--- src/hdl/nps_pkg.sv ---
// ----------------------------------------------------------------------------
// nps_pkg: shared types and constants for the streaming pattern matcher
// Field widths, request kinds and the control bundles passed between stages.
// ----------------------------------------------------------------------------
`default_nettype none

package nps_pkg;

  localparam int NPS_PATTERN_MAX   = 64;
  localparam int NPS_POSITION_BITS = 16;

  localparam int KIND_W   = 2;
  localparam int INDEX_W  = 6;
  localparam int BYTE_W   = 8;
  localparam int LEN_W    = 7;
  localparam int OUT_W    = 16;
  localparam int GROUP_W  = 8;

  localparam logic [OUT_W-1:0] COUNT_MAX = '1;

  typedef enum logic [KIND_W-1:0] {
    KIND_PATTERN = 2'd0,
    KIND_TEXT    = 2'd1,
    KIND_RESTART = 2'd2
  } nps_kind_t;

  // per-cycle commands broadcast along the cell row
  typedef struct packed {
    logic shift;
    logic clear;
    logic rotate;
    logic wr;
  } nps_cell_ctl_t;

  // what a request in flight carries down the pipe
  typedef struct packed {
    logic text;
    logic restart;
    logic fill_ok;
  } nps_tag_t;

endpackage

`default_nettype wire

--- src/hdl/nps_in_if.sv ---
// ----------------------------------------------------------------------------
// nps_in_if: request channel of the pattern matcher
// Valid/ready handshake with kind, pattern slot and data byte.
// ----------------------------------------------------------------------------
`default_nettype none

interface nps_in_if;
  logic                         valid;
  logic                         ready;
  logic [nps_pkg::KIND_W-1:0]   kind;
  logic [nps_pkg::INDEX_W-1:0]  pattern_index;
  logic [nps_pkg::BYTE_W-1:0]   data_byte;

  modport source(output valid, kind, pattern_index, data_byte, input ready);
  modport sink(input valid, kind, pattern_index, data_byte, output ready);
endinterface

`default_nettype wire

--- src/hdl/nps_out_if.sv ---
// ----------------------------------------------------------------------------
// nps_out_if: match result channel of the pattern matcher
// Valid/ready handshake with start position, running count and first flag.
// ----------------------------------------------------------------------------
`default_nettype none

interface nps_out_if;
  logic                        valid;
  logic                        ready;
  logic [nps_pkg::OUT_W-1:0]   match_position;
  logic [nps_pkg::OUT_W-1:0]   match_count;
  logic                        is_first;

  modport source(output valid, match_position, match_count, is_first, input ready);
  modport sink(input valid, match_position, match_count, is_first, output ready);
endinterface

`default_nettype wire

--- src/hdl/nps_cell.sv ---
// ----------------------------------------------------------------------------
// nps_cell: one cell of the matcher row
// Holds one text byte of the window and one byte of the rotating pattern ring,
// passes both to its neighbor and flags equality.
// ----------------------------------------------------------------------------
`default_nettype none

module nps_cell #(
  parameter int PATTERN_MAX = nps_pkg::NPS_PATTERN_MAX,
  parameter int IDX         = 0
) (
  input  wire                                  clk,
  input  wire                                  rst,
  input  nps_pkg::nps_cell_ctl_t               ctl,
  input  wire  [nps_pkg::BYTE_W-1:0]           text_in,
  input  wire  [nps_pkg::BYTE_W-1:0]           ring_in,
  input  wire  [$clog2(PATTERN_MAX)-1:0]       wr_idx,
  input  wire  [nps_pkg::BYTE_W-1:0]           wr_byte,
  input  wire  [$clog2(PATTERN_MAX+1)-1:0]     len,
  output logic [nps_pkg::BYTE_W-1:0]           text_out,
  output logic [nps_pkg::BYTE_W-1:0]           ring_out,
  output logic                                 eq
);

  localparam int IW   = $clog2(PATTERN_MAX);
  localparam int LENW = $clog2(PATTERN_MAX+1);

  logic [nps_pkg::BYTE_W-1:0] win;
  logic [nps_pkg::BYTE_W-1:0] ring;

  always_ff @(posedge clk) begin
    if (rst) begin
      win <= '0;
    end else if (ctl.clear) begin
      win <= '0;
    end else if (ctl.shift) begin
      win <= text_in;
    end
  end

  always_ff @(posedge clk) begin
    if (ctl.rotate) begin
      ring <= ring_in;
    end else if (ctl.wr && (wr_idx == IW'(IDX))) begin
      ring <= wr_byte;
    end
  end

  // cells past the active length never block a match
  assign eq       = (LENW'(IDX) >= len) || (win == ring);
  assign text_out = win;
  assign ring_out = ring;

endmodule

`default_nettype wire

--- src/hdl/nps_row.sv ---
// ----------------------------------------------------------------------------
// nps_row: chain of matcher cells
// Text shifts from cell 0 upward; the pattern ring rotates with wraparound.
// Equality flags are reduced in groups into registers.
// ----------------------------------------------------------------------------
`default_nettype none

module nps_row #(
  parameter int PATTERN_MAX = nps_pkg::NPS_PATTERN_MAX,
  parameter int NUM_GRP     = (PATTERN_MAX + nps_pkg::GROUP_W - 1) / nps_pkg::GROUP_W
) (
  input  wire                                  clk,
  input  wire                                  rst,
  input  nps_pkg::nps_cell_ctl_t               ctl,
  input  wire  [nps_pkg::BYTE_W-1:0]           text_byte,
  input  wire  [$clog2(PATTERN_MAX)-1:0]       wr_idx,
  input  wire  [nps_pkg::BYTE_W-1:0]           wr_byte,
  input  wire  [$clog2(PATTERN_MAX+1)-1:0]     len,
  input  wire                                  adv,
  output logic [NUM_GRP-1:0]                   grp
);

  localparam int GW = nps_pkg::GROUP_W;

  logic [nps_pkg::BYTE_W-1:0] text_chain [PATTERN_MAX];
  logic [nps_pkg::BYTE_W-1:0] ring_chain [PATTERN_MAX];
  logic [PATTERN_MAX-1:0]     eq;
  logic [NUM_GRP*GW-1:0]      eq_pad;

  for (genvar i = 0; i < PATTERN_MAX; i++) begin : g_cell
    logic [nps_pkg::BYTE_W-1:0] t_in;
    logic [nps_pkg::BYTE_W-1:0] r_in;
    if (i == 0) begin : g_head
      assign t_in = text_byte;
      assign r_in = ring_chain[PATTERN_MAX-1];
    end else begin : g_body
      assign t_in = text_chain[i-1];
      assign r_in = ring_chain[i-1];
    end

    nps_cell #(
      .PATTERN_MAX (PATTERN_MAX),
      .IDX         (i)
    ) u_cell (
      .clk      (clk),
      .rst      (rst),
      .ctl      (ctl),
      .text_in  (t_in),
      .ring_in  (r_in),
      .wr_idx   (wr_idx),
      .wr_byte  (wr_byte),
      .len      (len),
      .text_out (text_chain[i]),
      .ring_out (ring_chain[i]),
      .eq       (eq[i])
    );
  end

  always_comb begin
    eq_pad                = '1;
    eq_pad[PATTERN_MAX-1:0] = eq;
  end

  for (genvar g = 0; g < NUM_GRP; g++) begin : g_grp
    always_ff @(posedge clk) begin
      if (adv) begin
        grp[g] <= &eq_pad[g*GW +: GW];
      end
    end
  end

endmodule

`default_nettype wire

--- src/hdl/nps_tally.sv ---
// ----------------------------------------------------------------------------
// nps_tally: final match decision, running count and result register
// Finishes the equality reduction, keeps the saturating match count and
// drives the result channel.
// ----------------------------------------------------------------------------
`default_nettype none

module nps_tally #(
  parameter int POSITION_BITS = nps_pkg::NPS_POSITION_BITS,
  parameter int NUM_GRP       = 8
) (
  input  wire                          clk,
  input  wire                          rst,
  input  wire                          adv,
  input  nps_pkg::nps_tag_t            tag,
  input  wire  [POSITION_BITS-1:0]     start,
  input  wire  [NUM_GRP-1:0]           grp,
  nps_out_if.source                    out_ch
);

  logic [nps_pkg::OUT_W-1:0] count;
  logic [nps_pkg::OUT_W-1:0] count_next;
  logic [31:0]               start_wide;
  logic                      hit;

  assign hit        = tag.text && tag.fill_ok && (&grp);
  assign start_wide = 32'(start);
  assign count_next = (count == nps_pkg::COUNT_MAX) ? count : count + 1'b1;

  always_ff @(posedge clk) begin
    if (rst) begin
      count        <= '0;
      out_ch.valid <= 1'b0;
    end else if (adv) begin
      out_ch.valid <= hit;
      if (tag.restart) begin
        count <= '0;
      end else if (hit) begin
        count <= count_next;
      end
    end
  end

  always_ff @(posedge clk) begin
    if (adv && hit) begin
      out_ch.match_position <= start_wide[nps_pkg::OUT_W-1:0];
      out_ch.match_count    <= count_next;
      out_ch.is_first       <= (count == '0);
    end
  end

endmodule

`default_nettype wire

--- src/hdl/naive_pattern_match_stream.sv ---
// ----------------------------------------------------------------------------
// naive_pattern_match_stream: streaming exact pattern matcher
// Pattern bytes are written by slot; text bytes stream in and every occurrence
// of the pattern yields its start position, a saturating count and a first flag.
// ----------------------------------------------------------------------------
// One request is taken per cycle and each text byte passes the cell, group and
// result registers before its match result appears. The row of PATTERN_MAX cells
// holds the text window and a ring of pattern bytes aligned to the active length.
// A length write starts a realignment of that ring, one cell step per cycle while
// no text byte is in the first stage; no request is taken during it. A stalled
// result holds the whole pipe, so input ready follows output ready combinationally.
`default_nettype none

module naive_pattern_match_stream #(
  parameter int PATTERN_MAX   = nps_pkg::NPS_PATTERN_MAX,
  parameter int POSITION_BITS = nps_pkg::NPS_POSITION_BITS
) (
  input  wire                          clk,
  input  wire                          rst,
  input  wire                          cfg_wr_en,
  input  wire  [nps_pkg::LEN_W-1:0]    cfg_wr_data,
  nps_in_if.sink                       in_ch,
  nps_out_if.source                    out_ch
);

  localparam int IW      = $clog2(PATTERN_MAX);
  localparam int LENW    = $clog2(PATTERN_MAX+1);
  localparam int DW      = ((IW > nps_pkg::INDEX_W) ? IW : nps_pkg::INDEX_W) + 2;
  localparam int NUM_GRP = (PATTERN_MAX + nps_pkg::GROUP_W - 1) / nps_pkg::GROUP_W;

  logic [nps_pkg::LEN_W-1:0] len_cfg;
  logic [LENW-1:0]           len_eff;
  logic [IW-1:0]             rot;
  logic [IW-1:0]             rot_next;
  logic [IW-1:0]             tgt;
  logic                      rot_step;
  logic [POSITION_BITS-1:0]  pos;
  logic [POSITION_BITS-1:0]  start;
  logic [LENW-1:0]           fill;
  logic [LENW-1:0]           fill_next;
  logic                      adv;
  logic                      acc;
  logic                      is_text;
  logic                      is_restart;
  logic                      is_wr;
  logic                      slot_ok;
  logic [DW-1:0]             wr_diff;
  logic [IW-1:0]             wr_idx;
  nps_pkg::nps_cell_ctl_t    ctl;
  nps_pkg::nps_tag_t         tag_now;
  nps_pkg::nps_tag_t         tag_s1;
  nps_pkg::nps_tag_t         tag_s2;
  logic [LENW-1:0]           len_s1;
  logic [POSITION_BITS-1:0]  start_s1;
  logic [POSITION_BITS-1:0]  start_s2;
  logic [NUM_GRP-1:0]        grp;

  // clamp the length register into 1..PATTERN_MAX
  always_comb begin
    if (len_cfg == '0) begin
      len_eff = LENW'(1);
    end else if (32'(len_cfg) > PATTERN_MAX) begin
      len_eff = LENW'(PATTERN_MAX);
    end else begin
      len_eff = LENW'(len_cfg);
    end
  end

  // ring cell i holds pattern slot (rot - i) mod PATTERN_MAX
  assign tgt      = IW'(len_eff - 1'b1);
  assign rot_next = (rot == IW'(PATTERN_MAX-1)) ? '0 : rot + 1'b1;
  assign rot_step = (rot != tgt) && !tag_s1.text;

  assign adv         = !out_ch.valid || out_ch.ready;
  assign in_ch.ready = adv && (rot == tgt);
  assign acc         = in_ch.valid && in_ch.ready;

  assign slot_ok = DW'(in_ch.pattern_index) < DW'(PATTERN_MAX);
  assign wr_diff = DW'(rot) + DW'(PATTERN_MAX) - DW'(in_ch.pattern_index);
  assign wr_idx  = (wr_diff >= DW'(PATTERN_MAX)) ? IW'(wr_diff - DW'(PATTERN_MAX))
                                                 : IW'(wr_diff);

  always_comb begin
    is_text    = 1'b0;
    is_restart = 1'b0;
    is_wr      = 1'b0;
    if (acc) begin
      unique case (nps_pkg::nps_kind_t'(in_ch.kind))
        nps_pkg::KIND_PATTERN: is_wr      = slot_ok;
        nps_pkg::KIND_TEXT:    is_text    = 1'b1;
        nps_pkg::KIND_RESTART: is_restart = 1'b1;
        default: ;
      endcase
    end
  end

  assign fill_next = (fill == LENW'(PATTERN_MAX)) ? fill : fill + 1'b1;
  assign start     = pos - POSITION_BITS'(len_eff - 1'b1);

  always_comb begin
    ctl.shift  = is_text;
    ctl.clear  = is_restart;
    ctl.rotate = rot_step;
    ctl.wr     = is_wr;
    tag_now.text    = is_text;
    tag_now.restart = is_restart;
    tag_now.fill_ok = fill_next >= len_eff;
  end

  always_ff @(posedge clk) begin
    if (rst) begin
      len_cfg <= nps_pkg::LEN_W'(1);
      rot     <= '0;
      pos     <= '0;
      fill    <= '0;
      tag_s1  <= '0;
      tag_s2  <= '0;
    end else begin
      if (cfg_wr_en) begin
        len_cfg <= cfg_wr_data;
      end
      if (rot_step) begin
        rot <= rot_next;
      end
      if (is_restart) begin
        pos  <= '0;
        fill <= '0;
      end else if (is_text) begin
        pos  <= pos + 1'b1;
        fill <= fill_next;
      end
      if (adv) begin
        tag_s1 <= tag_now;
        tag_s2 <= tag_s1;
      end
    end
  end

  always_ff @(posedge clk) begin
    if (adv) begin
      len_s1   <= len_eff;
      start_s1 <= start;
      start_s2 <= start_s1;
    end
  end

  nps_row #(
    .PATTERN_MAX (PATTERN_MAX),
    .NUM_GRP     (NUM_GRP)
  ) u_row (
    .clk       (clk),
    .rst       (rst),
    .ctl       (ctl),
    .text_byte (in_ch.data_byte),
    .wr_idx    (wr_idx),
    .wr_byte   (in_ch.data_byte),
    .len       (len_s1),
    .adv       (adv),
    .grp       (grp)
  );

  nps_tally #(
    .POSITION_BITS (POSITION_BITS),
    .NUM_GRP       (NUM_GRP)
  ) u_tally (
    .clk    (clk),
    .rst    (rst),
    .adv    (adv),
    .tag    (tag_s2),
    .start  (start_s2),
    .grp    (grp),
    .out_ch (out_ch)
  );

  a_no_req_while_realign: assert property (@(posedge clk) disable iff (rst)
    acc |-> (rot == tgt))
    else $error("request taken while pattern ring is realigning");

  a_rot_single_step: assert property (@(posedge clk) disable iff (rst)
    (rot != $past(rot)) |-> $past(rot_step))
    else $error("pattern ring alignment moved without a rotate step");

  a_first_is_one: assert property (@(posedge clk) disable iff (rst)
    (out_ch.valid && out_ch.is_first) |-> (out_ch.match_count == nps_pkg::OUT_W'(1)))
    else $error("first match reported with count other than one");

  a_count_nonzero: assert property (@(posedge clk) disable iff (rst)
    out_ch.valid |-> (out_ch.match_count != '0))
    else $error("match reported with zero count");

endmodule

`default_nettype wire
--- src/flat_wrapper.sv ---
// flat-port wrapper written by rule: the top's interface ports become plain ports
module naive_pattern_match_stream_flat 
#(
  parameter int PATTERN_MAX   = nps_pkg::NPS_PATTERN_MAX,
  parameter int POSITION_BITS = nps_pkg::NPS_POSITION_BITS
)
  (clk, rst, cfg_wr_en, cfg_wr_data, in_ch_valid, in_ch_kind, in_ch_pattern_index, in_ch_data_byte, in_ch_ready, out_ch_valid, out_ch_match_position, out_ch_match_count, out_ch_is_first, out_ch_ready);
  nps_in_if in_ch_i ();
  nps_out_if out_ch_i ();
  input  wire clk;
  input  wire rst;
  input  wire cfg_wr_en;
  input  wire  [nps_pkg::LEN_W-1:0] cfg_wr_data;
  input wire logic [$bits(in_ch_i.valid)-1:0] in_ch_valid;
  input wire logic [$bits(in_ch_i.kind)-1:0] in_ch_kind;
  input wire logic [$bits(in_ch_i.pattern_index)-1:0] in_ch_pattern_index;
  input wire logic [$bits(in_ch_i.data_byte)-1:0] in_ch_data_byte;
  output wire logic [$bits(in_ch_i.ready)-1:0] in_ch_ready;
  output wire logic [$bits(out_ch_i.valid)-1:0] out_ch_valid;
  output wire logic [$bits(out_ch_i.match_position)-1:0] out_ch_match_position;
  output wire logic [$bits(out_ch_i.match_count)-1:0] out_ch_match_count;
  output wire logic [$bits(out_ch_i.is_first)-1:0] out_ch_is_first;
  input wire logic [$bits(out_ch_i.ready)-1:0] out_ch_ready;
  assign in_ch_i.valid = in_ch_valid;
  assign in_ch_i.kind = in_ch_kind;
  assign in_ch_i.pattern_index = in_ch_pattern_index;
  assign in_ch_i.data_byte = in_ch_data_byte;
  assign in_ch_ready = in_ch_i.ready;
  assign out_ch_valid = out_ch_i.valid;
  assign out_ch_match_position = out_ch_i.match_position;
  assign out_ch_match_count = out_ch_i.match_count;
  assign out_ch_is_first = out_ch_i.is_first;
  assign out_ch_i.ready = out_ch_ready;
  naive_pattern_match_stream #(.PATTERN_MAX(PATTERN_MAX), .POSITION_BITS(POSITION_BITS)) u_core (.clk(clk), .rst(rst), .cfg_wr_en(cfg_wr_en), .cfg_wr_data(cfg_wr_data), .in_ch(in_ch_i), .out_ch(out_ch_i));
endmodule
--- config.mk ---
export PLATFORM = sky130hd
export DESIGN_NAME = naive_pattern_match_stream_flat
export DESIGN_NICKNAME = d
export VERILOG_FILES = /design/src/hdl/nps_pkg.sv /design/src/hdl/nps_in_if.sv /design/src/hdl/nps_out_if.sv /design/src/hdl/nps_cell.sv /design/src/hdl/nps_row.sv /design/src/hdl/nps_tally.sv /design/src/hdl/naive_pattern_match_stream.sv /design/src/flat_wrapper.sv
export SDC_FILE = /design/constraint.sdc
export NUM_CORES = 2
export LEC_CHECK = 0
export BUFFER_PORTS_ARGS = -buffer_cell sky130_fd_sc_hd__buf_2
export CAP_MARGIN = 0
export CORE_ASPECT_RATIO = 1.5
export CORE_MARGIN = 10
export CORE_UTILIZATION = 40
export DETAILED_ROUTE_END_ITERATION = 12
export PLACE_DENSITY_LB_ADDON = 0.05
export SYNTH_ARGS = -nofsm -noshare
export SYNTH_HDL_FRONTEND = slang
export SYNTH_SLANG_ARGS = --single-unit
--- constraint.sdc ---
create_clock -name clk -period 5.4 [get_ports clk]
set_clock_uncertainty 0.1 [all_clocks]
set_input_delay 1.08 -clock clk [delete_from_list [all_inputs] [get_ports clk]]
set_output_delay 1.08 -clock clk [all_outputs]
set_load 0.02 [all_outputs]
* Yosys cells after proc, flatten, opt, wreduce, memory -nomap -nowiden
Index checks and enable logic that the tools add are counted.
** Cells by class
- Order comparisons :: 67
- Equal/unequal tests :: 134
- Reduce and logical (&&, ||, !) cells :: 217
- Mux-type cells :: 142
- Add/sub/neg operators :: 10
** Operators with widths (number)
- $mux 8 :: 128
- $eq 8x8->1 :: 64
- $ge 6x7->1 const A :: 32
- $eq 6x6->1 const B :: 33
- $reduce_bool 2->1 :: 65
- $ge 5x7->1 const A :: 16
- $eq 6x5->1 const B :: 16
- $reduce_and 8->1 :: 9
- $logic_and 1x1->1 :: 70
- $logic_or 1x1->1 :: 65
- $ge 4x7->1 const A :: 8
- $eq 6x4->1 const B :: 8
- $mux 16 :: 3
- $add 16x1->16 const B :: 2
- $ge 3x7->1 const A :: 4
- $eq 6x3->1 const B :: 4
- $mux 7 :: 3
- $eq 16x16->1 const B :: 1
- $logic_not 16->1 :: 1
- $sub 16x16->16 :: 1
- $ge 1x7->1 const A :: 2
- $ge 2x7->1 const A :: 2
- $eq 6x2->1 const B :: 2
- $mux 6 :: 2
- other kinds (22) :: 29
** Storage, ports and cells
- Output and inout port bits :: 35
- Input bits :: 28
- Logic and storage cells :: 724
- Bits in registers :: 1163

* Depth between registers and ports, before layout
- Word-level depth :: 11
- Mapped depth :: 16
- Mapped depth without buffers :: 15

* Worst setup path after synthesis
No wires, ideal clock.
- Kind :: flip-flop to flip-flop
- From :: reg u_core.len_cfg[2] (netlist bit)
- To :: reg u_core.u_row.g_cell[24].u_cell.ring, in the netlist u_core.u_row.g_cell[24].u_cell.ring_out[0] (enable)
- Stages on the path, launching flop included :: 15
- Data arrival time :: 4.210 ns
- Library setup time :: 0.387 ns
- Path buffers :: 2
- Period minus slack after synthesis :: 4.696 ns
- Required time :: 4.913 ns
- Path slack :: 0.704 ns
- Cells stage by stage :: dfxtp_1 > nor4_1 > a21oi_1 > or2_2 > ha_1 > clkbuf_1 > nand4bb_1 > a21oi_1 > o21a_1 > or4_4 > or2_1 > nor2_1 > nand2_1 > clkbuf_1 > o31ai_1
** Between the ends
- Word-level cells in the longest chain between the ends :: 10
- Elaborated cells on any way between the ends :: 13
- Classes of those cells :: add/sub: 1; order compare: 1; eq/ne: 2; mux: 3; reduce/logical: 6
** RTL lines
- start: declaration :: line naive_pattern_match_stream.sv:31 : logic [nps_pkg::LEN_W-1:0] len_cfg;
- start signal: assignment :: line naive_pattern_match_stream.sv:112 : len_cfg <= nps_pkg::LEN_W'(1);
- start signal: assignment :: line naive_pattern_match_stream.sv:120 : len_cfg <= cfg_wr_data;
- $gt 7x7->1 :: line naive_pattern_match_stream.sv:62 : end else if (32'(len_cfg) > PATTERN_MAX) begin
- $mux 7 :: line naive_pattern_match_stream.sv:62
- $mux 7 * :: line naive_pattern_match_stream.sv:60 : if (len_cfg == '0) begin
- $sub 6x1->6 * :: line naive_pattern_match_stream.sv:70 : assign tgt = IW'(len_eff - 1'b1);
- $eq 6x6->1 * :: line naive_pattern_match_stream.sv:75 : assign in_ch.ready = adv && (rot == tgt);
- $logic_and 1x1->1 * :: line naive_pattern_match_stream.sv:75
- net in_ch_ready :: line flat_wrapper.sv:18 : output wire logic [$bits(in_ch_i.ready)-1:0] in_ch_ready;
- $logic_and 1x1->1 * :: line naive_pattern_match_stream.sv:76 : assign acc = in_ch.valid && in_ch.ready;
- $mux 1 * :: line naive_pattern_match_stream.sv:87 : if (acc) begin
- $logic_and 1x1->1 * :: line nps_cell.sv:44 : end else if (ctl.wr && (wr_idx == IW'(IDX))) begin
- $reduce_bool 2->1 (no source line) *
- end signal: assignment :: line nps_cell.sv:43 : ring <= ring_in;
- end signal: assignment :: line nps_cell.sv:45 : ring <= wr_byte;
- end: declaration :: line nps_cell.sv:29 : logic [nps_pkg::BYTE_W-1:0] ring;
The timed path passes the listed nets; every way through them passes the cells marked *.
A chain may end at the register's enable or synchronous reset.

* Worst setup path after layout
- From :: reg u_core.len_cfg[5] (netlist bit)
- To :: out in_ch_ready
** Between the ends
- Word-level cells in the longest chain between the ends :: 6
- Elaborated cells on any way between the ends :: 7
- Classes of those cells :: add/sub: 1; order compare: 1; eq/ne: 1; mux: 2; reduce/logical: 2
** RTL lines (line)
- $gt 7x7->1 :: naive_pattern_match_stream.sv:62
- $mux 7 :: naive_pattern_match_stream.sv:62
- $mux 7 * :: naive_pattern_match_stream.sv:60
- $sub 6x1->6 * :: naive_pattern_match_stream.sv:70
- $eq 6x6->1 * :: naive_pattern_match_stream.sv:75
- $logic_and 1x1->1 * :: naive_pattern_match_stream.sv:75
- end: declaration :: flat_wrapper.sv:18
Every way passes the cells marked *; elsewhere a longest branch is shown, timed or not.

==> out/qor.csv <==
stage,metric,value,unit
run_status,status,completed,
floorplanning,core,127000,sq um
synth,synth.avg_cell_area,10.3,sq um
cells_and_area,fillers,12200,
clock_tree,cts_buffers,117,
placed_design,gp_congestion,0.865,
grt,grt_use_total,0.213,
setup_path,crit_chain,"nor4_2, a21oi_1, or2_2, ha_1, nand4bb_1, a21oi_1, o21a_1, or4_4, or2_1, nor2_1, clkbuf_4",
setup_path,crit_slowest_cell,or4_4,
synth,ys_seq_area_frac,0.574,
clock_tree,clkTransAtPathRegs,0.07,ns
setup_path,cp.required,4.22,ns
cells_and_area,syn2layout_area_growth,12.9,%
drt,drt_wl_total,156000,um
cells_and_area,layout.nets,5004,
setup_path,cp.arrival,3.98,ns
cells_and_area,final_area,57500,sq um
clock_tree,post-cts-setup-buffer-count,0,
timing,finalWorstPathRequiredPeriod,5.16,ns
pwr,p_comb_frac,0.201,
run,cap_violations,0,
setup_path,reg2reg_to,u_core.u_row.g_cell[42].u_cell.ring_out[0]$_DFFE_PP_,
pwr,pwr-share-clk,0.297,
drt,drtIter0Drc,2346,
floorplanning,start_util,0.402,
synth,syn_area,50900,sq um
clock_tree,tritoncts,built,
pwr,cellPowerDensity,491,nW/um^2
clock_tree,clock_latency,0.75,ns
clock_tree,clk_path_buf_depth,3,
synth,ys_seq_elements,1163,
min_path,min_path_type,register to register,
clock_tree,h-tree-depth,3,
placed_design,hpwl,105000,um
timing,slew_headroom,0.188,
placed_design,dp_cells,6520,
setup_path,crit_path_end_kind,primary output,
floorplanning,ios,63,
floorplanning,die_width,311,um
timing,setup_tns,0,ns
floorplanning,die-height,457,um
cells_and_area,fin_cells,6742,
timing,period_share,0.955,
clock_tree,ctsResizeCount,0,
placed_design,portBuffers,62,
grt,grt_pass1_wl,233000,um
timing,fmax,0.194,GHz
min_path,hold_depth,0,
synth,synth_cells,4933,
pwr,ir_drop,0.389,mV
clock_tree,clockRootBuffer,clkbuf_16,
placed_design,placed_cell_area,53600,sq um
synth,synth_edf_count,592,
clock_tree,clock_sinks,1163,
pwr,pwr-share-seq,0.502,
floorplanning,rows,160,
min_path,whs_endpoint,u_core.u_tally.out_ch.match_position[15]$_DFFE_PP_,
setup_path,crit_top_cell,a21oi_1,
drt,drc_errors,0,
timing,hold_viol,0,
grt,grt_max_degree,165,
drt,vias,35800,
synth,synth_top_flop_cell,edfxtp_1,
floorplanning,dieArea,142000,sq um
pwr,power.internal,19.9,mW
placed_design,dp_worst_setup_slack,0.0881,ns
clock_tree,ctsHoldBuffers,0,
pwr,p_sw_frac,0.295,
setup_path,r2r_setup_slack,0.38,ns
synth,ys_types,77,
timing,tightest_slew,1.21,ns
timing,setup_violations,0,
setup_path,path_class,register to primary output,
drt,vias_per_cell,5.30,
min_path,hold_start,u_core.start_s2[15]$_DFFE_PN_,
cells_and_area,antennaDiodeCount,0,
drt,wl_per_cell,23.1,um
timing,timing.final.ws_setup,0.243,ns
setup_path,r2r_cells,13,
timing,whs,0.310,ns
synth,ys_async_sr_fraction,0,
cells_and_area,drive_above_1_share,0.0831,
grt,overflow,0,
setup_path,max_stage_delay,0.58,ns
timing,rsz0062_at_grt,false,
timing,drv_slew,0,
pwr,finalPower,28.2,mW
drt,antenna_left,0,
grt,antenna_found_initial,6,
cells_and_area,finish.utilization,0.454,
grt,grt_pass1_vias,35900,
pwr,power.switching,8.31,mW
setup_path,path_max_fanout,6,
setup_path,crit_path_start_kind,register,
synth,yosys_warnings,0,
drt,drt_pass1_iterations,8,
pwr,power.leakage,22.9,nW
setup_path,reg2reg_from,u_core.len_cfg[5]$_SDFFE_PP0P_,
==> layout by cell type (no fill, tap or decap), types with 9 or more instances in the layout <==
master / netlist / layout
and2_1: 9 / 9
edfxtp_1: 592 / 592
buf_12: 0 / 38
o31ai_2: 0 / 10
inv_1: 34 / 34
nor4_1: 83 / 82
nand3_1: 26 / 26
conb_1: 1 / 10
bufinv_16: 0 / 12
clkbuf_8: 0 / 10
and3_1: 18 / 18
nor3_1: 23 / 23
clkbuf_16: 0 / 119
ha_1: 36 / 36
clkinv_1: 0 / 21
dfxtp_1: 571 / 571
buf_4: 23 / 102
o31ai_1: 38 / 28
nor2_1: 95 / 94
nand4_1: 68 / 68
clkbuf_1: 171 / 31
xor2_1: 322 / 321
a21o_1: 522 / 522
xnor2_1: 247 / 246
a22oi_1: 9 / 9
nand2_1: 1135 / 1135
or3_1: 14 / 13
clkinv_2: 0 / 17
a21oi_1: 568 / 568
o21ai_0: 64 / 60
buf_2: 110 / 61
==> cells by family (layout without fill, tap and decap cells) <==
family,Yosys count,after routing,synth area share
AOI/OAI and AO/OA,1266,1266,0.157
xor gates and xnor gates,570,570,0.0984
adders and majority gates,40,40,0.0100
buffers and inverters,360,459,0.0310
DFF,1163,1163,0.574
muxes,9,9,0.00182
other,1,10,0.0000737
and+or+nand+nor,1524,1524,0.128
==> power by group through the flow <==
stage               Combinational (mW)  Sequential (mW)  Clock [mW]
floorplan                         4.15             13.6           0
global placement                  5.69             14.3           0
detailed placement                5.69             14.3           0
CTS                               5.77             14.2        8.55
global route                      6.23             14.3        8.88
finish                            5.67             14.2        8.36
==> state kept, by name (all words and copies together), names as in the netlist, 16 cells and up <==
name	count
u_core.u_row.g_cell.u_cell.ring_out	512
u_core.u_row.g_cell.u_cell.text_out	512
u_core.pos	16
u_core.start_s1	16
u_core.start_s2	16
u_core.u_tally.count	16
u_core.u_tally.out_ch.match_count	16
u_core.u_tally.out_ch.match_position	16
==> per-layer routing <==
layer	track usage	routed length [um]
met1	0.250	63000
met2	0.391	81700
met3	0.0240	5050
met4	0.0853	6070
met5	0	37
==> synth_stat cells (all sizes together) (14+ instances only) <==
cell type  count  share of area
nand2       1135          0.084
edfxtp       592           0.35
dfxtp        571           0.22
a21oi        569          0.056
a21o         522          0.077
xor2         322          0.055
xnor2        247          0.043
clkbuf       171          0.013
buf          154          0.016
nor2          96         0.0072
nor4          83          0.010
nand4         69         0.0086
o21ai         65         0.0064
o31ai         38         0.0056
ha            36         0.0089
inv           35         0.0026
nand3         26         0.0026
nor3          26         0.0029
and3          18         0.0022
nor2b         16         0.0020
or3           14         0.0017
==> how the worst max path moves through the flow <==
stage                                         startpoint  slack, ns                                                   end  cells past startpoint
final                     u_core.len_cfg[5]$_SDFFE_PP0P_       0.24                                           in_ch_ready                     11
after global routing      u_core.len_cfg[3]$_SDFFE_PP0P_       0.02                                           in_ch_ready                     11
after CTS                 u_core.len_cfg[2]$_SDFFE_PP0P_       0.09   u_core.u_row.g_cell[4].u_cell.ring_out[3]$_DFFE_PP_                     13
after detailed placement  u_core.len_cfg[2]$_SDFFE_PP0P_       0.09   u_core.u_row.g_cell[3].u_cell.ring_out[3]$_DFFE_PP_                     13
after global placement    u_core.len_cfg[2]$_SDFFE_PP0P_       0.13   u_core.u_row.g_cell[3].u_cell.ring_out[5]$_DFFE_PP_                     13
after floorplan           u_core.len_cfg[2]$_SDFFE_PP0P_       0.70  u_core.u_row.g_cell[24].u_cell.ring_out[0]$_DFFE_PP_                     14
==> worst max-delay path, delay by kind of cell, from the launching register on <==
family,cells,cell delay (ns)
flops,1,0.37
fa+ha+maj,1,0.30
compound gates,3,0.46
buf+inv,1,0.24
simple gates,6,1.86
==> final cells by class <==
type                       count  area (sq um)  area share
multi-input combinational   3419         20300       0.353
clock inverter                62           636      0.0111
timing repair buffer         202          1840      0.0320
clock buffer                 160          3230      0.0562
inverter                      35           131     0.00229
sequential                  1163         29200       0.508
tap                         1701          2130      0.0370
Power figures use the tool's default switching activity.
